## src/hw/rtl/serial_line_value_parser_assert.svh

```systemverilog
// Assertion macros shared by the line parser RTL.
`ifndef SERIAL_LINE_VALUE_PARSER_ASSERT_SVH
`define SERIAL_LINE_VALUE_PARSER_ASSERT_SVH

`ifndef ASSERT_OFF
// Same-cycle implication, disabled while reset is asserted.
`define SLVP_ASSERT_IMPL(label, clk, rst_n, ante, cons) \
    label: assert property (@(posedge clk) disable iff (!(rst_n)) (ante) |-> (cons)) \
        else $error("same-cycle check failed");
// Next-cycle implication, disabled while reset is asserted.
`define SLVP_ASSERT_NEXT(label, clk, rst_n, ante, cons) \
    label: assert property (@(posedge clk) disable iff (!(rst_n)) (ante) |=> (cons)) \
        else $error("next-cycle check failed");
`else
`define SLVP_ASSERT_IMPL(label, clk, rst_n, ante, cons)
`define SLVP_ASSERT_NEXT(label, clk, rst_n, ante, cons)
`endif

`endif

```

## src/hw/rtl/slvp_pkg.sv

```systemverilog
// Package with the types, codes and helpers of the serial line value parser.
package slvp_pkg;

    localparam int LINE_CAPACITY_DEF = 16;

    localparam int CFG_IDX_W = 3;
    localparam int CFG_DATA_W = 32;

    localparam logic [CFG_IDX_W-1:0] CFG_LOW_LIMIT      = 3'd0;
    localparam logic [CFG_IDX_W-1:0] CFG_HIGH_LIMIT     = 3'd1;
    localparam logic [CFG_IDX_W-1:0] CFG_DEFAULT_NUMBER = 3'd2;
    localparam logic [CFG_IDX_W-1:0] CFG_PARSE_MODE     = 3'd3;
    localparam logic [CFG_IDX_W-1:0] CFG_FALLBACK_TIER  = 3'd4;

    localparam logic [7:0] CH_BS        = 8'h08;
    localparam logic [7:0] CH_LF        = 8'h0A;
    localparam logic [7:0] CH_CR        = 8'h0D;
    localparam logic [7:0] CH_SPACE     = 8'h20;
    localparam logic [7:0] CH_ZERO      = 8'h30;
    localparam logic [7:0] CH_PRINT_MAX = 8'h7E;
    localparam logic [7:0] CH_DEL       = 8'h7F;
    localparam logic [7:0] CH_E         = 8'h45;
    localparam logic [7:0] CH_M         = 8'h4D;
    localparam logic [7:0] CH_H         = 8'h48;
    localparam logic [7:0] CH_C         = 8'h43;

    localparam logic KIND_ECHO  = 1'b0;
    localparam logic KIND_PARSE = 1'b1;

    localparam logic MODE_NUMBER = 1'b0;

    localparam logic [1:0] ST_PARSED  = 2'd0;
    localparam logic [1:0] ST_BOUNDS  = 2'd1;
    localparam logic [1:0] ST_INVALID = 2'd2;
    localparam logic [1:0] ST_LENGTH  = 2'd3;

    localparam logic [1:0] TIER_E = 2'd0;
    localparam logic [1:0] TIER_M = 2'd1;
    localparam logic [1:0] TIER_H = 2'd2;
    localparam logic [1:0] TIER_C = 2'd3;

    typedef enum logic [1:0] {
        SEQ_CHAR,
        SEQ_ERASE,
        SEQ_EOL
    } t_seq_kind;

    typedef struct packed {
        logic        kind;
        logic [7:0]  echo_byte;
        logic [31:0] number;
        logic [1:0]  tier;
        logic [1:0]  status;
        logic        last;
    } t_result;

    // Control of the decimal accumulator.
    typedef struct packed {
        logic clear;
        logic step;
    } t_acc_ctl;

    // Index of the final echo of a sequence.
    function automatic logic [1:0] seq_final(input t_seq_kind kind);
        logic [1:0] idx;
        case (kind)
            SEQ_ERASE: idx = 2'd2;
            SEQ_EOL:   idx = 2'd1;
            default:   idx = 2'd0;
        endcase
        return idx;
    endfunction

    // Echo byte at a given position of a sequence.
    function automatic logic [7:0] seq_byte(input t_seq_kind kind, input logic [1:0] idx,
                                            input logic [7:0] ch);
        logic [7:0] b;
        case (kind)
            SEQ_ERASE: b = (idx == 2'd1) ? CH_SPACE : CH_BS;
            SEQ_EOL:   b = (idx == 2'd0) ? CH_CR : CH_LF;
            default:   b = ch;
        endcase
        return b;
    endfunction

endpackage

```

## src/hw/rtl/slvp_in_if.sv

```systemverilog
// Valid/ready channel that carries received bytes.
interface slvp_in_if;
    logic       valid;
    logic       ready;
    logic [7:0] rx_byte;

    modport source (output valid, output rx_byte, input ready);
    modport sink (input valid, input rx_byte, output ready);
endinterface

```

## src/hw/rtl/slvp_out_if.sv

```systemverilog
// Valid/ready channel that carries echo bytes and parse results.
interface slvp_out_if;
    logic        valid;
    logic        ready;
    logic        kind;
    logic [7:0]  echo_byte;
    logic [31:0] number;
    logic [1:0]  tier;
    logic [1:0]  status;
    logic        last;

    modport source (output valid, output kind, output echo_byte, output number,
                    output tier, output status, output last, input ready);
    modport sink (input valid, input kind, input echo_byte, input number,
                  input tier, input status, input last, output ready);
endinterface

```

## src/hw/rtl/serial_line_value_parser.sv

```systemverilog
// Top level of the serial line value parser: line editing, echo and end-of-line parse.
//
// Received bytes are taken one transaction at a time and edited into a line held in a
// single-port synchronous store. A printable byte is accepted and then echoed; an erase
// on a non-empty line is accepted and echoed as backspace, space, backspace. A line end
// is accepted, echoed as CR and LF, walked and answered with the result. The walk reads
// the store through its one read port, one character per cycle into a multiply-by-ten
// accumulator, and folds in the last read before the result when the line is not empty.
// A printable byte on a full line is not stored, skips its echo and ends the line. Output
// stalls hold echoes and results; the next byte is taken while the last result still waits
// to be read. No clearing pass follows reset: only entries below the line length are read.
`include "serial_line_value_parser_assert.svh"

module serial_line_value_parser #(
    parameter int LINE_CAPACITY = slvp_pkg::LINE_CAPACITY_DEF
) (
    input  logic                            i_clk,
    input  logic                            i_rst_n,
    slvp_in_if.sink                         i_rx,
    slvp_out_if.source                      o_res,
    input  logic                            i_cfg_we,
    input  logic [slvp_pkg::CFG_IDX_W-1:0]  i_cfg_idx,
    input  logic [slvp_pkg::CFG_DATA_W-1:0] i_cfg_wdata
);
    import slvp_pkg::*;

    localparam int AW = $clog2(LINE_CAPACITY);

    typedef enum logic [3:0] {
        S_IDLE   = 4'b0001,
        S_ECHO   = 4'b0010,
        S_READ   = 4'b0100,
        S_FINISH = 4'b1000
    } t_state;

    t_state      r_state, n_state;
    logic [AW-1:0] r_len, n_len;
    t_seq_kind   r_seq_kind, n_seq_kind;
    logic [1:0]  r_seq_idx, n_seq_idx;
    logic [7:0]  r_char, n_char;
    logic [AW-1:0] r_rd_idx, n_rd_idx;
    logic        r_rd_pend, n_rd_pend;
    logic        r_rd_first, n_rd_first;
    logic [7:0]  r_first, n_first;
    logic [7:0]  r_rd_data;
    logic [7:0]  r_mem [LINE_CAPACITY];

    logic [31:0] r_low_limit;
    logic [31:0] r_high_limit;
    logic [31:0] r_default_number;
    logic        r_parse_mode;
    logic [1:0]  r_fallback_tier;

    t_result     r_out;
    logic        r_out_valid;
    t_result     load_val;
    t_result     parse_res;
    logic        load;
    logic        can_load;
    logic        in_accept;
    logic        is_eol;
    logic        is_erase;
    logic        is_print;
    logic        mem_we;
    logic        rd_issue;
    t_acc_ctl    acc_ctl;
    logic [31:0] acc_value;
    logic        acc_oob;

    // Configuration registers.
    always_ff @(posedge i_clk) begin
        if (!i_rst_n) begin
            r_low_limit      <= '0;
            r_high_limit     <= '1;
            r_default_number <= '0;
            r_parse_mode     <= MODE_NUMBER;
            r_fallback_tier  <= '0;
        end else if (i_cfg_we) begin
            case (i_cfg_idx)
                CFG_LOW_LIMIT:      r_low_limit      <= i_cfg_wdata;
                CFG_HIGH_LIMIT:     r_high_limit     <= i_cfg_wdata;
                CFG_DEFAULT_NUMBER: r_default_number <= i_cfg_wdata;
                CFG_PARSE_MODE:     r_parse_mode     <= i_cfg_wdata[0];
                CFG_FALLBACK_TIER:  r_fallback_tier  <= i_cfg_wdata[1:0];
                default: begin
                end
            endcase
        end
    end

    assign i_rx.ready = (r_state == S_IDLE);
    assign in_accept  = i_rx.valid && (r_state == S_IDLE);
    assign can_load   = !r_out_valid || o_res.ready;

    assign is_eol   = i_rx.rx_byte inside {CH_CR, CH_LF};
    assign is_erase = i_rx.rx_byte inside {CH_BS, CH_DEL};
    assign is_print = i_rx.rx_byte inside {[CH_SPACE:CH_PRINT_MAX]};

    slvp_decimal u_decimal (
        .i_clk           (i_clk),
        .i_ctl           (acc_ctl),
        .i_char          (r_rd_data),
        .i_lower         (r_low_limit),
        .i_upper         (r_high_limit),
        .o_value         (acc_value),
        .o_out_of_bounds (acc_oob)
    );

    // Result of the finished line.
    always_comb begin
        parse_res           = '0;
        parse_res.kind      = KIND_PARSE;
        parse_res.last      = 1'b1;
        if (r_parse_mode == MODE_NUMBER) begin
            if (r_len == '0) begin
                parse_res.number = r_default_number;
                parse_res.status = ST_INVALID;
            end else if (acc_oob) begin
                parse_res.number = r_default_number;
                parse_res.status = ST_BOUNDS;
            end else begin
                parse_res.number = acc_value;
                parse_res.status = ST_PARSED;
            end
        end else if (r_len == AW'(1)) begin
            case (r_first)
                CH_E: parse_res.tier = TIER_E;
                CH_M: parse_res.tier = TIER_M;
                CH_H: parse_res.tier = TIER_H;
                CH_C: parse_res.tier = TIER_C;
                default: begin
                    parse_res.tier   = r_fallback_tier;
                    parse_res.status = ST_INVALID;
                end
            endcase
        end else begin
            parse_res.tier   = r_fallback_tier;
            parse_res.status = ST_LENGTH;
        end
    end

    always_comb begin
        n_state    = r_state;
        n_len      = r_len;
        n_seq_kind = r_seq_kind;
        n_seq_idx  = r_seq_idx;
        n_char     = r_char;
        n_rd_idx   = r_rd_idx;
        n_rd_pend  = r_rd_pend;
        n_rd_first = r_rd_first;
        n_first    = r_first;
        mem_we     = 1'b0;
        rd_issue   = 1'b0;
        acc_ctl    = '0;
        load       = 1'b0;
        load_val   = r_out;
        case (r_state)
            S_IDLE: begin
                if (in_accept) begin
                    if (is_eol) begin
                        n_seq_kind = SEQ_EOL;
                        n_seq_idx  = '0;
                        n_state    = S_ECHO;
                    end else if (is_erase) begin
                        if (r_len != '0) begin
                            n_len      = r_len - AW'(1);
                            n_seq_kind = SEQ_ERASE;
                            n_seq_idx  = '0;
                            n_state    = S_ECHO;
                        end
                    end else if (is_print) begin
                        if (r_len != AW'(LINE_CAPACITY - 1)) begin
                            mem_we     = 1'b1;
                            n_len      = r_len + AW'(1);
                            n_char     = i_rx.rx_byte;
                            n_seq_kind = SEQ_CHAR;
                            n_seq_idx  = '0;
                            n_state    = S_ECHO;
                        end else begin
                            // A printable byte on a full line ends it without echo.
                            n_rd_idx      = '0;
                            n_rd_pend     = 1'b0;
                            acc_ctl.clear = 1'b1;
                            n_state       = S_READ;
                        end
                    end
                end
            end
            S_ECHO: begin
                if (can_load) begin
                    load               = 1'b1;
                    load_val           = '0;
                    load_val.kind      = KIND_ECHO;
                    load_val.echo_byte = seq_byte(r_seq_kind, r_seq_idx, r_char);
                    load_val.last      = (r_seq_kind != SEQ_EOL)
                                         && (r_seq_idx == seq_final(r_seq_kind));
                    if (r_seq_idx == seq_final(r_seq_kind)) begin
                        if (r_seq_kind == SEQ_EOL) begin
                            n_rd_idx      = '0;
                            n_rd_pend     = 1'b0;
                            acc_ctl.clear = 1'b1;
                            n_state       = S_READ;
                        end else begin
                            n_state = S_IDLE;
                        end
                    end else begin
                        n_seq_idx = r_seq_idx + 2'd1;
                    end
                end
            end
            S_READ: begin
                // One read is issued per cycle; its data is folded in the next cycle.
                acc_ctl.step = r_rd_pend;
                if (r_rd_pend && r_rd_first) begin
                    n_first = r_rd_data;
                end
                if (r_rd_idx != r_len) begin
                    rd_issue   = 1'b1;
                    n_rd_idx   = r_rd_idx + AW'(1);
                    n_rd_pend  = 1'b1;
                    n_rd_first = (r_rd_idx == '0);
                end else begin
                    n_rd_pend = 1'b0;
                    if (!r_rd_pend) begin
                        n_state = S_FINISH;
                    end
                end
            end
            S_FINISH: begin
                if (can_load) begin
                    load     = 1'b1;
                    load_val = parse_res;
                    n_len    = '0;
                    n_state  = S_IDLE;
                end
            end
            default: begin
                n_state = S_IDLE;
            end
        endcase
    end

    always_ff @(posedge i_clk) begin
        if (!i_rst_n) begin
            r_state     <= S_IDLE;
            r_len       <= '0;
            r_rd_pend   <= 1'b0;
            r_out_valid <= 1'b0;
        end else begin
            r_state   <= n_state;
            r_len     <= n_len;
            r_rd_pend <= n_rd_pend;
            if (load) begin
                r_out_valid <= 1'b1;
            end else if (o_res.ready) begin
                r_out_valid <= 1'b0;
            end
        end
    end

    always_ff @(posedge i_clk) begin
        r_seq_kind <= n_seq_kind;
        r_seq_idx  <= n_seq_idx;
        r_char     <= n_char;
        r_rd_idx   <= n_rd_idx;
        r_rd_first <= n_rd_first;
        r_first    <= n_first;
        if (load) begin
            r_out <= load_val;
        end
    end

    // Line store: written while idle, read while the line is walked.
    always_ff @(posedge i_clk) begin
        if (mem_we) begin
            r_mem[r_len] <= i_rx.rx_byte;
        end
        if (rd_issue) begin
            r_rd_data <= r_mem[r_rd_idx];
        end
    end

    assign o_res.valid     = r_out_valid;
    assign o_res.kind      = r_out.kind;
    assign o_res.echo_byte = r_out.echo_byte;
    assign o_res.number    = r_out.number;
    assign o_res.tier      = r_out.tier;
    assign o_res.status    = r_out.status;
    assign o_res.last      = r_out.last;

    `SLVP_ASSERT_IMPL(a_read_in_line, i_clk, i_rst_n, rd_issue, r_rd_idx < r_len)
    `SLVP_ASSERT_IMPL(a_no_write_in_walk, i_clk, i_rst_n, r_state != S_IDLE, !mem_we)
    `SLVP_ASSERT_NEXT(a_line_cleared, i_clk, i_rst_n, load && (r_state == S_FINISH), r_len == '0)
    `SLVP_ASSERT_NEXT(a_erase_shrinks, i_clk, i_rst_n, in_accept && is_erase && (r_len != '0), r_len == $past(r_len) - AW'(1))

endmodule

```

## src/hw/rtl/slvp_decimal.sv

```systemverilog
// Decimal accumulator with bounds check, fed one stored character per step.
module slvp_decimal (
    input  logic              i_clk,
    input  slvp_pkg::t_acc_ctl i_ctl,
    input  logic [7:0]        i_char,
    input  logic [31:0]       i_lower,
    input  logic [31:0]       i_upper,
    output logic [31:0]       o_value,
    output logic              o_out_of_bounds
);
    import slvp_pkg::*;

    logic [31:0] r_value;
    logic [31:0] n_value;

    // Times ten as two shifts; the weight wraps modulo 2^32 for non-digits.
    always_comb begin
        n_value = r_value;
        if (i_ctl.clear) begin
            n_value = '0;
        end else if (i_ctl.step) begin
            n_value = {r_value[28:0], 3'b000} + {r_value[30:0], 1'b0}
                      + {24'd0, i_char} - {24'd0, CH_ZERO};
        end
    end

    always_ff @(posedge i_clk) begin
        r_value <= n_value;
    end

    assign o_value = r_value;
    assign o_out_of_bounds = (r_value < i_lower) || (r_value > i_upper);

endmodule
```

## src/flat_wrapper.sv

```systemverilog
// flat-port wrapper written by rule: the top's interface ports become plain ports
module serial_line_value_parser_flat import slvp_pkg::*;
#(
    parameter int LINE_CAPACITY = slvp_pkg::LINE_CAPACITY_DEF
)
  (i_clk, i_rst_n, i_cfg_we, i_cfg_idx, i_cfg_wdata, i_rx_valid, i_rx_rx_byte, i_rx_ready, o_res_valid, o_res_kind, o_res_echo_byte, o_res_number, o_res_tier, o_res_status, o_res_last, o_res_ready);
  slvp_in_if i_rx_i ();
  slvp_out_if o_res_i ();
  input  logic i_clk;
  input  logic i_rst_n;
  input  logic i_cfg_we;
  input  logic [slvp_pkg::CFG_IDX_W-1:0] i_cfg_idx;
  input  logic [slvp_pkg::CFG_DATA_W-1:0] i_cfg_wdata;
  input wire logic [$bits(i_rx_i.valid)-1:0] i_rx_valid;
  input wire logic [$bits(i_rx_i.rx_byte)-1:0] i_rx_rx_byte;
  output wire logic [$bits(i_rx_i.ready)-1:0] i_rx_ready;
  output wire logic [$bits(o_res_i.valid)-1:0] o_res_valid;
  output wire logic [$bits(o_res_i.kind)-1:0] o_res_kind;
  output wire logic [$bits(o_res_i.echo_byte)-1:0] o_res_echo_byte;
  output wire logic [$bits(o_res_i.number)-1:0] o_res_number;
  output wire logic [$bits(o_res_i.tier)-1:0] o_res_tier;
  output wire logic [$bits(o_res_i.status)-1:0] o_res_status;
  output wire logic [$bits(o_res_i.last)-1:0] o_res_last;
  input wire logic [$bits(o_res_i.ready)-1:0] o_res_ready;
  assign i_rx_i.valid = i_rx_valid;
  assign i_rx_i.rx_byte = i_rx_rx_byte;
  assign i_rx_ready = i_rx_i.ready;
  assign o_res_valid = o_res_i.valid;
  assign o_res_kind = o_res_i.kind;
  assign o_res_echo_byte = o_res_i.echo_byte;
  assign o_res_number = o_res_i.number;
  assign o_res_tier = o_res_i.tier;
  assign o_res_status = o_res_i.status;
  assign o_res_last = o_res_i.last;
  assign o_res_i.ready = o_res_ready;
  serial_line_value_parser #(.LINE_CAPACITY(LINE_CAPACITY)) u_core (.i_clk(i_clk), .i_rst_n(i_rst_n), .i_rx(i_rx_i), .o_res(o_res_i), .i_cfg_we(i_cfg_we), .i_cfg_idx(i_cfg_idx), .i_cfg_wdata(i_cfg_wdata));
endmodule
```

## config.mk

```make
export PLATFORM = sky130hd
export DESIGN_NAME = serial_line_value_parser_flat
export DESIGN_NICKNAME = d
export VERILOG_FILES = /design/src/hw/rtl/slvp_pkg.sv /design/src/hw/rtl/slvp_in_if.sv /design/src/hw/rtl/slvp_out_if.sv /design/src/hw/rtl/serial_line_value_parser.sv /design/src/hw/rtl/slvp_decimal.sv /design/src/flat_wrapper.sv
export VERILOG_INCLUDE_DIRS = /design/src /design/src/hw/rtl
export SDC_FILE = /design/constraint.sdc
export NUM_CORES = 1
export LEC_CHECK = 0
export ABC_AREA = 1
export BUFFER_PORTS_ARGS = -buffer_cell sky130_fd_sc_hd__buf_2
export CAP_MARGIN = 0
export CORE_UTILIZATION = 62
export CTS_CLUSTER_DIAMETER = 150
export DETAILED_ROUTE_END_ITERATION = 16
export PLACE_DENSITY = 0.81
export RECOVER_POWER = 100
export SETUP_SLACK_MARGIN = 0.1
export SYNTH_ARGS = -nofsm -noshare
export SYNTH_HDL_FRONTEND = slang
export SYNTH_SLANG_ARGS = --single-unit
```

## constraint.sdc

```tcl
create_clock -name i_clk -period 5.16 [get_ports i_clk]
set_clock_uncertainty 0.1 [all_clocks]
set_input_delay 0 -clock i_clk [delete_from_list [all_inputs] [get_ports i_clk]]
set_output_delay 0 -clock i_clk [all_outputs]
set_load 0.01 [all_outputs]
```

Word level (Yosys, flattened, before mapping) --
Memories as Yosys holds them, arrays and structs flattened. A register that Yosys moved wholly into a read port is not among the register bits. Cells that the tools add are included.
Word-level totals: flip-flop bits (word level) 212, RAM bits 128, input bits 48, output and inout bits 48, word-level logic and storage cells 212, memories 1
Memories:
- u_core.r_mem | depth 16, width 8, rd ports 1, clocked after memory_dff 1, write ports 1, RTL line serial_line_value_parser.sv:46 | logic [7:0] r_mem [LINE_CAPACITY];
Operators by class: add/subtract/negate cells 7, order comparisons 4, eq/ne operators 44, mux-type cells 94, bitwise logic cells 2, reductions and logical operators 38
Operator list (count):
- $mux 4 | 27
- $mux 32 | 3
- $mux 46 | 2
- $pmux 46 s2 | 1
- $eq 8x7->1 const B | 5
- $add 32x32->32 | 1
- $add 32x8->32 | 1
- $gt 32x32->1 | 1
- $lt 32x32->1 | 1
- $mux 1 | 32
- $mux 2 | 16
- $sub 32x6->32 const B | 1
- $eq 8x4->1 const B | 3
- $pmux 4 s4 | 1
- $pmux 8 s2 | 1
- $ne 2x1->1 const B | 7
- $ne 2x2->1 const B | 7
- $reduce_and 2->1 | 7
- $reduce_and 7->1 | 2
- $pmux 4 s3 | 1
- $reduce_bool 2->1 | 6
- $reduce_and 10->1 | 1
- $mux 3 | 3
- $reduce_and 9->1 | 1
- 43 further kinds | 58

Logic depth before layout (Yosys ltp) --
Gate-level depths: netlist of run 1.
depth in word-level cells 9, mapped depth 19, gate-level depth less buffers 18

By module --
A second synthesis of run 1 with hierarchy kept.
Second synthesis, totals: cell total of the unflattened synthesis 2268, area total of the unflattened synthesis 18931.9 µm²
Modules (own cells, without submodules):
- serial_line_value_parser | instances 1, cells an instance 1276, area each 12814.8 µm², sequential area each 8398.1 µm²
- slvp_decimal | instances 1, cells an instance 992, area each 6117.1 µm², sequential area each 640.6 µm²

Worst setup path after synthesis of run 1 --
No wires, ideal clock.
path kind reg-to-reg, from register u_core.r_state[0], to register u_core.r_out (netlist bit u_core.o_res.echo_byte[0]) (enable), setup time 0.466 ns, arrival time 3.078 ns, data required time 4.594 ns, slack 1.516 ns, cell stages (with the launch flop) 6, buffers on the path 0, clock period less this slack 3.644 ns, cell sequence dfxtp_1 -> inv_1 -> nand2_1 -> nor3_2 -> inv_2 -> a21oi_1
On the way: cells in the longest elaborated chain, start to end 4, elaborated cells on any way between the ends 8, those cells by class 4 x eq/ne; 1 x mux; 3 x reduce/logical
RTL lines:
- start, declared | RTL line serial_line_value_parser.sv:36 | t_state r_state, n_state;
- start signal, assigned | RTL line serial_line_value_parser.sv:250 | r_state <= n_state;
- $eq 4x2->1 / $eq 4x4->1 (equally long branches) | RTL line serial_line_value_parser.sv:157 | case (r_state)
- $reduce_or 2->1 (no source line)
- $mux 1
- $reduce_and 4->1 (no source line) (*)
- end signal, assigned | RTL line serial_line_value_parser.sv:269 | r_out <= load_val;
- end, declared | RTL line serial_line_value_parser.sv:54 | t_result r_out;
Every way passes the cells marked *; elsewhere a longest branch is shown, timed or not. A chain may end at the register's enable or synchronous reset.

Worst setup path after layout of run 1 --
from register u_core.r_state[1], to register u_core.r_out (netlist bit u_core.o_res.number[13]), data pin
On the way: cells in the longest elaborated chain, start to end 2, elaborated cells on any way between the ends 3, those cells by class 2 x eq/ne; 1 x mux
RTL lines (RTL line):
- $eq 4x4->1 / $eq 4x2->1 (equally long branches) | serial_line_value_parser.sv:157
- $pmux 46 s2 (*) | serial_line_value_parser.sv:157
Marked as above.

==> results of run 1 <==
[stage by stage]
step | hold WS [ns] | area [um2]
6_report | 0.108 | 20900
5_1_grt | 0.159 | 20900
4_1_cts | 0.116 | 21100
3_5_place_dp | 0.150 | 19400
3_3_place_gp | 0.145 | 19400
2_1_floorplan | -0.00113 | 18700
[power by group through the flow]
stage | sequential (uW) | combinational (uW) | clock, uW
floorplan | 3420 | 3000 | 0
global placement | 3440 | 3980 | 0
detailed placement | 3450 | 4080 | 0
CTS | 3390 | 4150 | 2750
global route | 3420 | 4640 | 2870
finish | 3400 | 4120 | 2730
[placed cells by master (no fill, tap or decap), drive strengths merged, types with 48 or more instances in the layout]
cell / instances
ha: 156
clkbuf: 111
inv: 351
nand3: 76
edfxtp: 207
nand2: 324
o21ai: 181
dfxtp: 141
nor2: 231
a21oi: 174
nand4: 48
[critical path, delay by kind of cell, from the launching register on]
kind          cells  cell delay, ns
simple gates      5            3.02
buf+inv           2            0.60
flops             1            0.31
[routing by layer]
metal  part of all wire  GRT usage
met5                  0          0
met4              0.031      0.113
met3              0.051     0.0327
met2               0.52      0.554
met1               0.40      0.356
[registers in the layout, summed over array words and instances (netlist names), 2 cells and up]
signal	count
u_core.o_res.status	2
u_core.r_rd_idx	4
u_core.u_decimal.o_value	32
u_core.o_res.echo_byte	8
u_core.r_low_limit	32
u_core.r_char	8
u_core.r_default_number	32
u_core.r_first	8
u_core.r_high_limit	32
u_core.r_rd_data	8
u_core.r_fallback_tier	2
u_core.r_seq_idx	2
u_core.o_res.tier	2
u_core.r_mem	128
u_core.r_seq_kind	2
u_core.o_res.number	32
u_core.r_len	4
u_core.r_state	4
[synthesized netlist by cell type, types with 7 or more instances]
cell      instances  share of area
nand2_1         315          0.063
a21oi_1         170          0.046
xor2_1           13         0.0061
nand2_2           7         0.0023
nor3_1           13         0.0035
o21ai_1           9         0.0024
o22ai_1          21         0.0070
buf_2            15         0.0040
nor2_1          224          0.045
clkbuf_1         58          0.012
nand4_1          47          0.016
inv_1           340          0.068
ha_1            156           0.10
inv_2            13         0.0026
o21ai_0         169          0.045
nand3_1          70          0.019
o221ai_1         12         0.0056
xnor2_1          10         0.0047
dfxtp_1         141           0.15
o211ai_1         44          0.018
edfxtp_1        207           0.33
[cell type report]
type,instances,area (um2)
Fill cell,2265,8720
Tap cell,390,488
Multi-Input combinational cell,1358,7880
Inverter,355,1330
Sequential cell,348,9040
Timing Repair Buffer,151,928
Clock inverter,17,216
Clock buffer,50,1040
[cell families (layout without fill, tap and decap cells)]
group	Yosys count	after routing
AO/OA/AOI/OAI	455	455
XOR/XNOR	23	23
adder cells (fa/ha/maj)	162	162
buffers and inverters	434	573
flip-flops	348	348
other	1	8
AND/OR/NAND/NOR	710	710
[what timing repair did]
item                       4_1_cts  5_1_grt
setup endpoints to repair        0        0
hold endpoints to repair       238        0
hold buffers                    47        0
[worst max-delay path by stage]
stage	start	end	depth (start not counted)
2_1_floorplan	u_core.r_state[0]	u_core.o_res.echo_byte[0]	5
3_3_place_gp	u_core.u_decimal.o_value[2]	u_core.u_decimal.o_value[31]	17
3_5_place_dp	u_core.u_decimal.o_value[0]	u_core.u_decimal.o_value[31]	17
4_1_cts	u_core.u_decimal.o_value[0]	u_core.u_decimal.o_value[31]	17
5_1_grt	i_rx_rx_byte[7]	u_core.r_mem[0][4]	8
6_report	u_core.r_state[1]	u_core.o_res.number[13]	7
==> flow_metrics.tcl, run 1 <==
set metrics [dict create \
    drtIter0Drc 1176 \
    path_cells "inv_1 -> nand2_1 -> nor3_1 -> inv_1 -> nor2_2 -> nand2_1 -> nor2_1" \
    slew_headroom -0.882 \
    vdd_drop_max_mv 0.357 \
    die-width_um 175 \
    dpl.hpwl_um 31700 \
    leakagePower_uw 0.00901 \
    crit_slowest_cell "nor2_2" \
    p_sw_frac 0.396 \
    vias 15165 \
    drive_gt1_frac 0.0601 \
    finalSetupTns_ns 0 \
    synthXorXnorAreaFrac 0.0108 \
    cts_tree "built" \
    r2r-start "u_core.r_state[1]" \
    fin_nets 2462 \
    worstPathRequired_ns 5.42 \
    combPwrFrac 0.402 \
    synth_top_family_by_area "simple AND/OR/NAND/NOR gates" \
    path_clk_slew_ns 0.06 \
    clockRootBuffer "clkbuf_16" \
    cap_viol_max_count 5 \
    synth_seq_cells 348 \
    core_um2 29600 \
    die-area_um2 30800 \
    fp.dieH_um 175 \
    cts_made_buffers 38 \
    async_flop_share 0 \
    finalCriticalPeriod_ns 4.21 \
    clock.fmax_mhz 238 \
    first_pass_iters 5 \
    final_antenna_net_count 0 \
    pwr-share-seq 0.332 \
    endpoint_kind "flip-flop" \
    power.total_uw 10200 \
    rows 63 \
    routabilityCongestion 0.919 \
    port_buffers 95 \
    finalCoreUtilization 0.706 \
    crit_type "flip-flop to flip-flop" \
    hold_depth 3 \
    postCtsSetupRepairBufs 0 \
    antenna_found_initial 0 \
    fin_cells 2669 \
    yosys.area_share.simple 0.166 \
    internal_power_uw 6190 \
    synth_area_per_cell_um2 8.74 \
    vias_per_cell 5.68 \
    worst_pin_slew_ns 2.82 \
    synth-edff-count 207 \
    cts_resized 0 \
    drt-wirelength-per-cell_um 17.4 \
    violations "max-capacitance violations, max-slew violations" \
    timing.final.crit_share 0.815 \
    maxSlewViolCount 243 \
    yosysWarningCount 0 \
    min_to "u_core.r_high_limit[2]" \
    synth_compound_area_frac 0.137 \
    grt_pass1_vias 14704 \
    clock_latency_ns 0.52 \
    r2r_slack_ns 0.95 \
    setup_viol 0 \
    ys_seq_area_frac 0.485 \
    status "complete, but fails checks" \
    p_per_area_nw_per_um2 490 \
    p_clk_frac 0.266 \
    syn_inst 2133 \
    clock-sinks 348 \
    finalWirelength_um 46400 \
    switchingPower_uw 4060 \
    finalHoldViolCount 0 \
    num_io_pins 96 \
    crit_fanout 34 \
    r2r-end "u_core.o_res.number[13]" \
    grt_overflow 0 \
    grt_start_max_net_pins 103 \
    clock_path_buffers 3 \
    critPathArrivalTime_ns 4.47 \
    place_inst 2555 \
    worstHoldStart "i_rst_n" \
    reg2regPathDepth 7 \
    synth_top_flop_cell "edfxtp_1" \
    cpPeakStageDelay_ns 1.39 \
    worstHoldPathType "input pin to flip-flop" \
    syn_area_um2 18600 \
    start_util 0.629 \
    htree_levels 2 \
    fin_ws_ns 0.953 \
    grt_pass1_wl_um 73100 \
    synthAdderAreaFrac 0.111 \
    dp_slack_ns 1.72 \
    worst_setup_path_start_kind "flip-flop" \
    grt_usage 0.299 \
    diodes 0 \
    muxShareOfSynthArea 0 \
    synth_cell_types 54 \
    drc 0 \
    rsz0062_at_grt "false" \
    synthToLayoutAreaGrowth_pct 12.2 \
]
No activity file was read; power rests on OpenSTA's default activity.
==> run 2: changes to the inputs <==
Clock period 5.16 ns to 3.9 ns, I/O delays scaled along.
==> run 2 against run 1 <==
Net effect:
- the flow still finishes with violations (max-capacitance violations, max-slew violations)
- wire length decreased by 1.6%
- first-iteration DRC count is 8.8% higher
- register-to-register slack got worse by 0.48 ns
- worst setup slack got worse by 0.55 ns
- total power grew 33%
- core utilization is 0.55 points higher
- sequential cell count did not move
- sequential power grew 31%
- global-route usage about the same
- non-clock buffer count grew 16
- critical path type is now input pin to flip-flop
==> flow_metrics.tcl, run 2 (same netlist as run 1, synthesis figures left out) <==
set metrics [dict create \
    status "complete, but fails checks" \
    violations "max-capacitance violations, max-slew violations" \
    drtIter0Drc 1279 \
    dpl.hpwl_um 31900 \
    num_io_pins 96 \
    regMostFlops "u_core.r_mem" \
    first_pass_iters 5 \
    vias_per_cell 5.71 \
    die-area_um2 30800 \
    vias 15332 \
    cts_made_buffers 38 \
    final_common_cell "inv_1" \
    drive_gt1_frac 0.0641 \
    clockRootBuffer "clkbuf_16" \
    cts_hold_buf 56 \
    die-width_um 175 \
    cap_viol_max_count 2 \
    worstPathRequired_ns 4.27 \
    finalSetupTns_ns 0 \
    largest_reg_flops 128 \
    fp.dieH_um 175 \
    routabilityCongestion 0.958 \
    dp_slack_ns 0.480 \
    place_inst 2562 \
    finalCriticalPeriod_ns 3.50 \
    combPwrFrac 0.403 \
    grt_overflow 0 \
    postCtsSetupRepairBufs 0 \
    p_sw_frac 0.394 \
    multiInputGateArea_um2 7880 \
    worstHoldPathType "input pin to flip-flop" \
    clock_path_buffers 3 \
    internal_power_uw 8240 \
    drc 0 \
    antenna_found_initial 0 \
    port_buffers 95 \
    crit_type "input pin to flip-flop" \
    cts_tree "built" \
    seq_area_um2 9040 \
    maxSlewViolCount 130 \
    finalHoldViolCount 0 \
    htree_levels 2 \
    setup_viol 0 \
    fin_ws_ns 0.403 \
    drt-wirelength-per-cell_um 17.0 \
    grt_usage 0.299 \
    vdd_drop_max_mv 0.480 \
    fin_cells 2685 \
    p_clk_frac 0.269 \
    clock_latency_ns 0.54 \
    leakagePower_uw 0.00908 \
    pwr-share-seq 0.328 \
    timing.final.crit_share 0.897 \
    n_fill_cell 2234 \
    endpoint_kind "flip-flop" \
    layout_common_cells "342 x inv_1, 319 x nand2_1, 225 x nor2_1" \
    rsz0062_at_grt "false" \
    finalWirelength_um 45600 \
    p_per_area_nw_per_um2 646 \
    synthToLayoutAreaGrowth_pct 13.1 \
    cts_resized 0 \
    diodes 0 \
    core_um2 29600 \
    critPathArrivalTime_ns 3.87 \
    crit_fanout 24 \
    path_clk_slew_ns 0.06 \
    rows 63 \
    fin_nets 2478 \
    switchingPower_uw 5370 \
    worst_pin_slew_ns 2.54 \
    final_antenna_net_count 0 \
    grt_pass1_vias 15168 \
    grt_start_max_net_pins 69 \
    clock-sinks 348 \
    clock.fmax_mhz 286 \
    worst_setup_path_start_kind "input pin" \
    start_util 0.629 \
    grt_pass1_wl_um 73800 \
    slew_headroom -0.690 \
]
## run 2: changes by cell type in the layout (fill, tap and decap cells not counted), moves of 3 or more
cell,change
dlygate4sd3_1,+9
clkinv_1,-5
o21ai_0,-5
buf_4,+4
clkbuf_16,+3
nand2_1,+3
nand2_2,-3
o21ai_1,+3
## run 2: final cells by class
class | instances | area share
Clock buffer | 53 | 0.0537
Tap cell | 390 | 0.0231
Clock inverter | 14 | 0.00718
Timing Repair Buffer | 167 | 0.0503
Sequential cell | 348 | 0.429
Multi-Input combinational cell | 1358 | 0.374
Inverter | 355 | 0.0632
## run 2: per-layer routing
layer,track usage,share of wire
met5,0,0
met4,0.123,0.034
met3,0.0392,0.056
met2,0.553,0.51
met1,0.348,0.40
## run 2: power by group through the flow
stage          clock network (uW)  logic [uW]  registers, uW
2_1_floorplan                   0        3970           4520
6_report                     3660        5490           4470
5_1_grt                      3840        6190           4490
3_5_place_dp                    0        5440           4530
4_1_cts                      3690        5510           4460
3_3_place_gp                    0        5330           4510
## run 2: worst paths after layout
| path | from | to | slack [ns] | cells after the start |
|---|---|---|---|---|
| max | i_rx_rx_byte[3] | u_core.u_decimal.o_value[29] | 0.40 | 10 |
| min | i_cfg_wdata[21] | u_core.r_high_limit[21] | 0.15 | 4 |
| max reg2reg | u_core.u_decimal.o_value[0] | u_core.u_decimal.o_value[31] | 0.47 | 17 |
| min reg2reg | u_core.r_default_number[24] | u_core.r_default_number[24] | 0.35 | 2 |
## run 2: worst max-delay path: stages
cell and delay, ns:
dlygate4sd3_1 0.52, clkbuf_1 0.72, nand3_1 0.16, o21ai_0 0.89
nor2_2 0.14, nand3_4 0.18, nand2_1 0.61, a21oi_1 0.46
o21ai_1 0.11, inv_1 0.06
## run 2: per-stage QoR
step	util	area (um2)	power, uW	hold WS, ns
floorplan	-	18700	8490	-0.00113
global placement	0.655	19400	9840	0.144
detailed placement	0.655	19400	9970	0.148
CTS	0.717	21300	13700	0.137
global route	0.711	21100	14500	0.176
finish	0.711	21100	13600	0.149
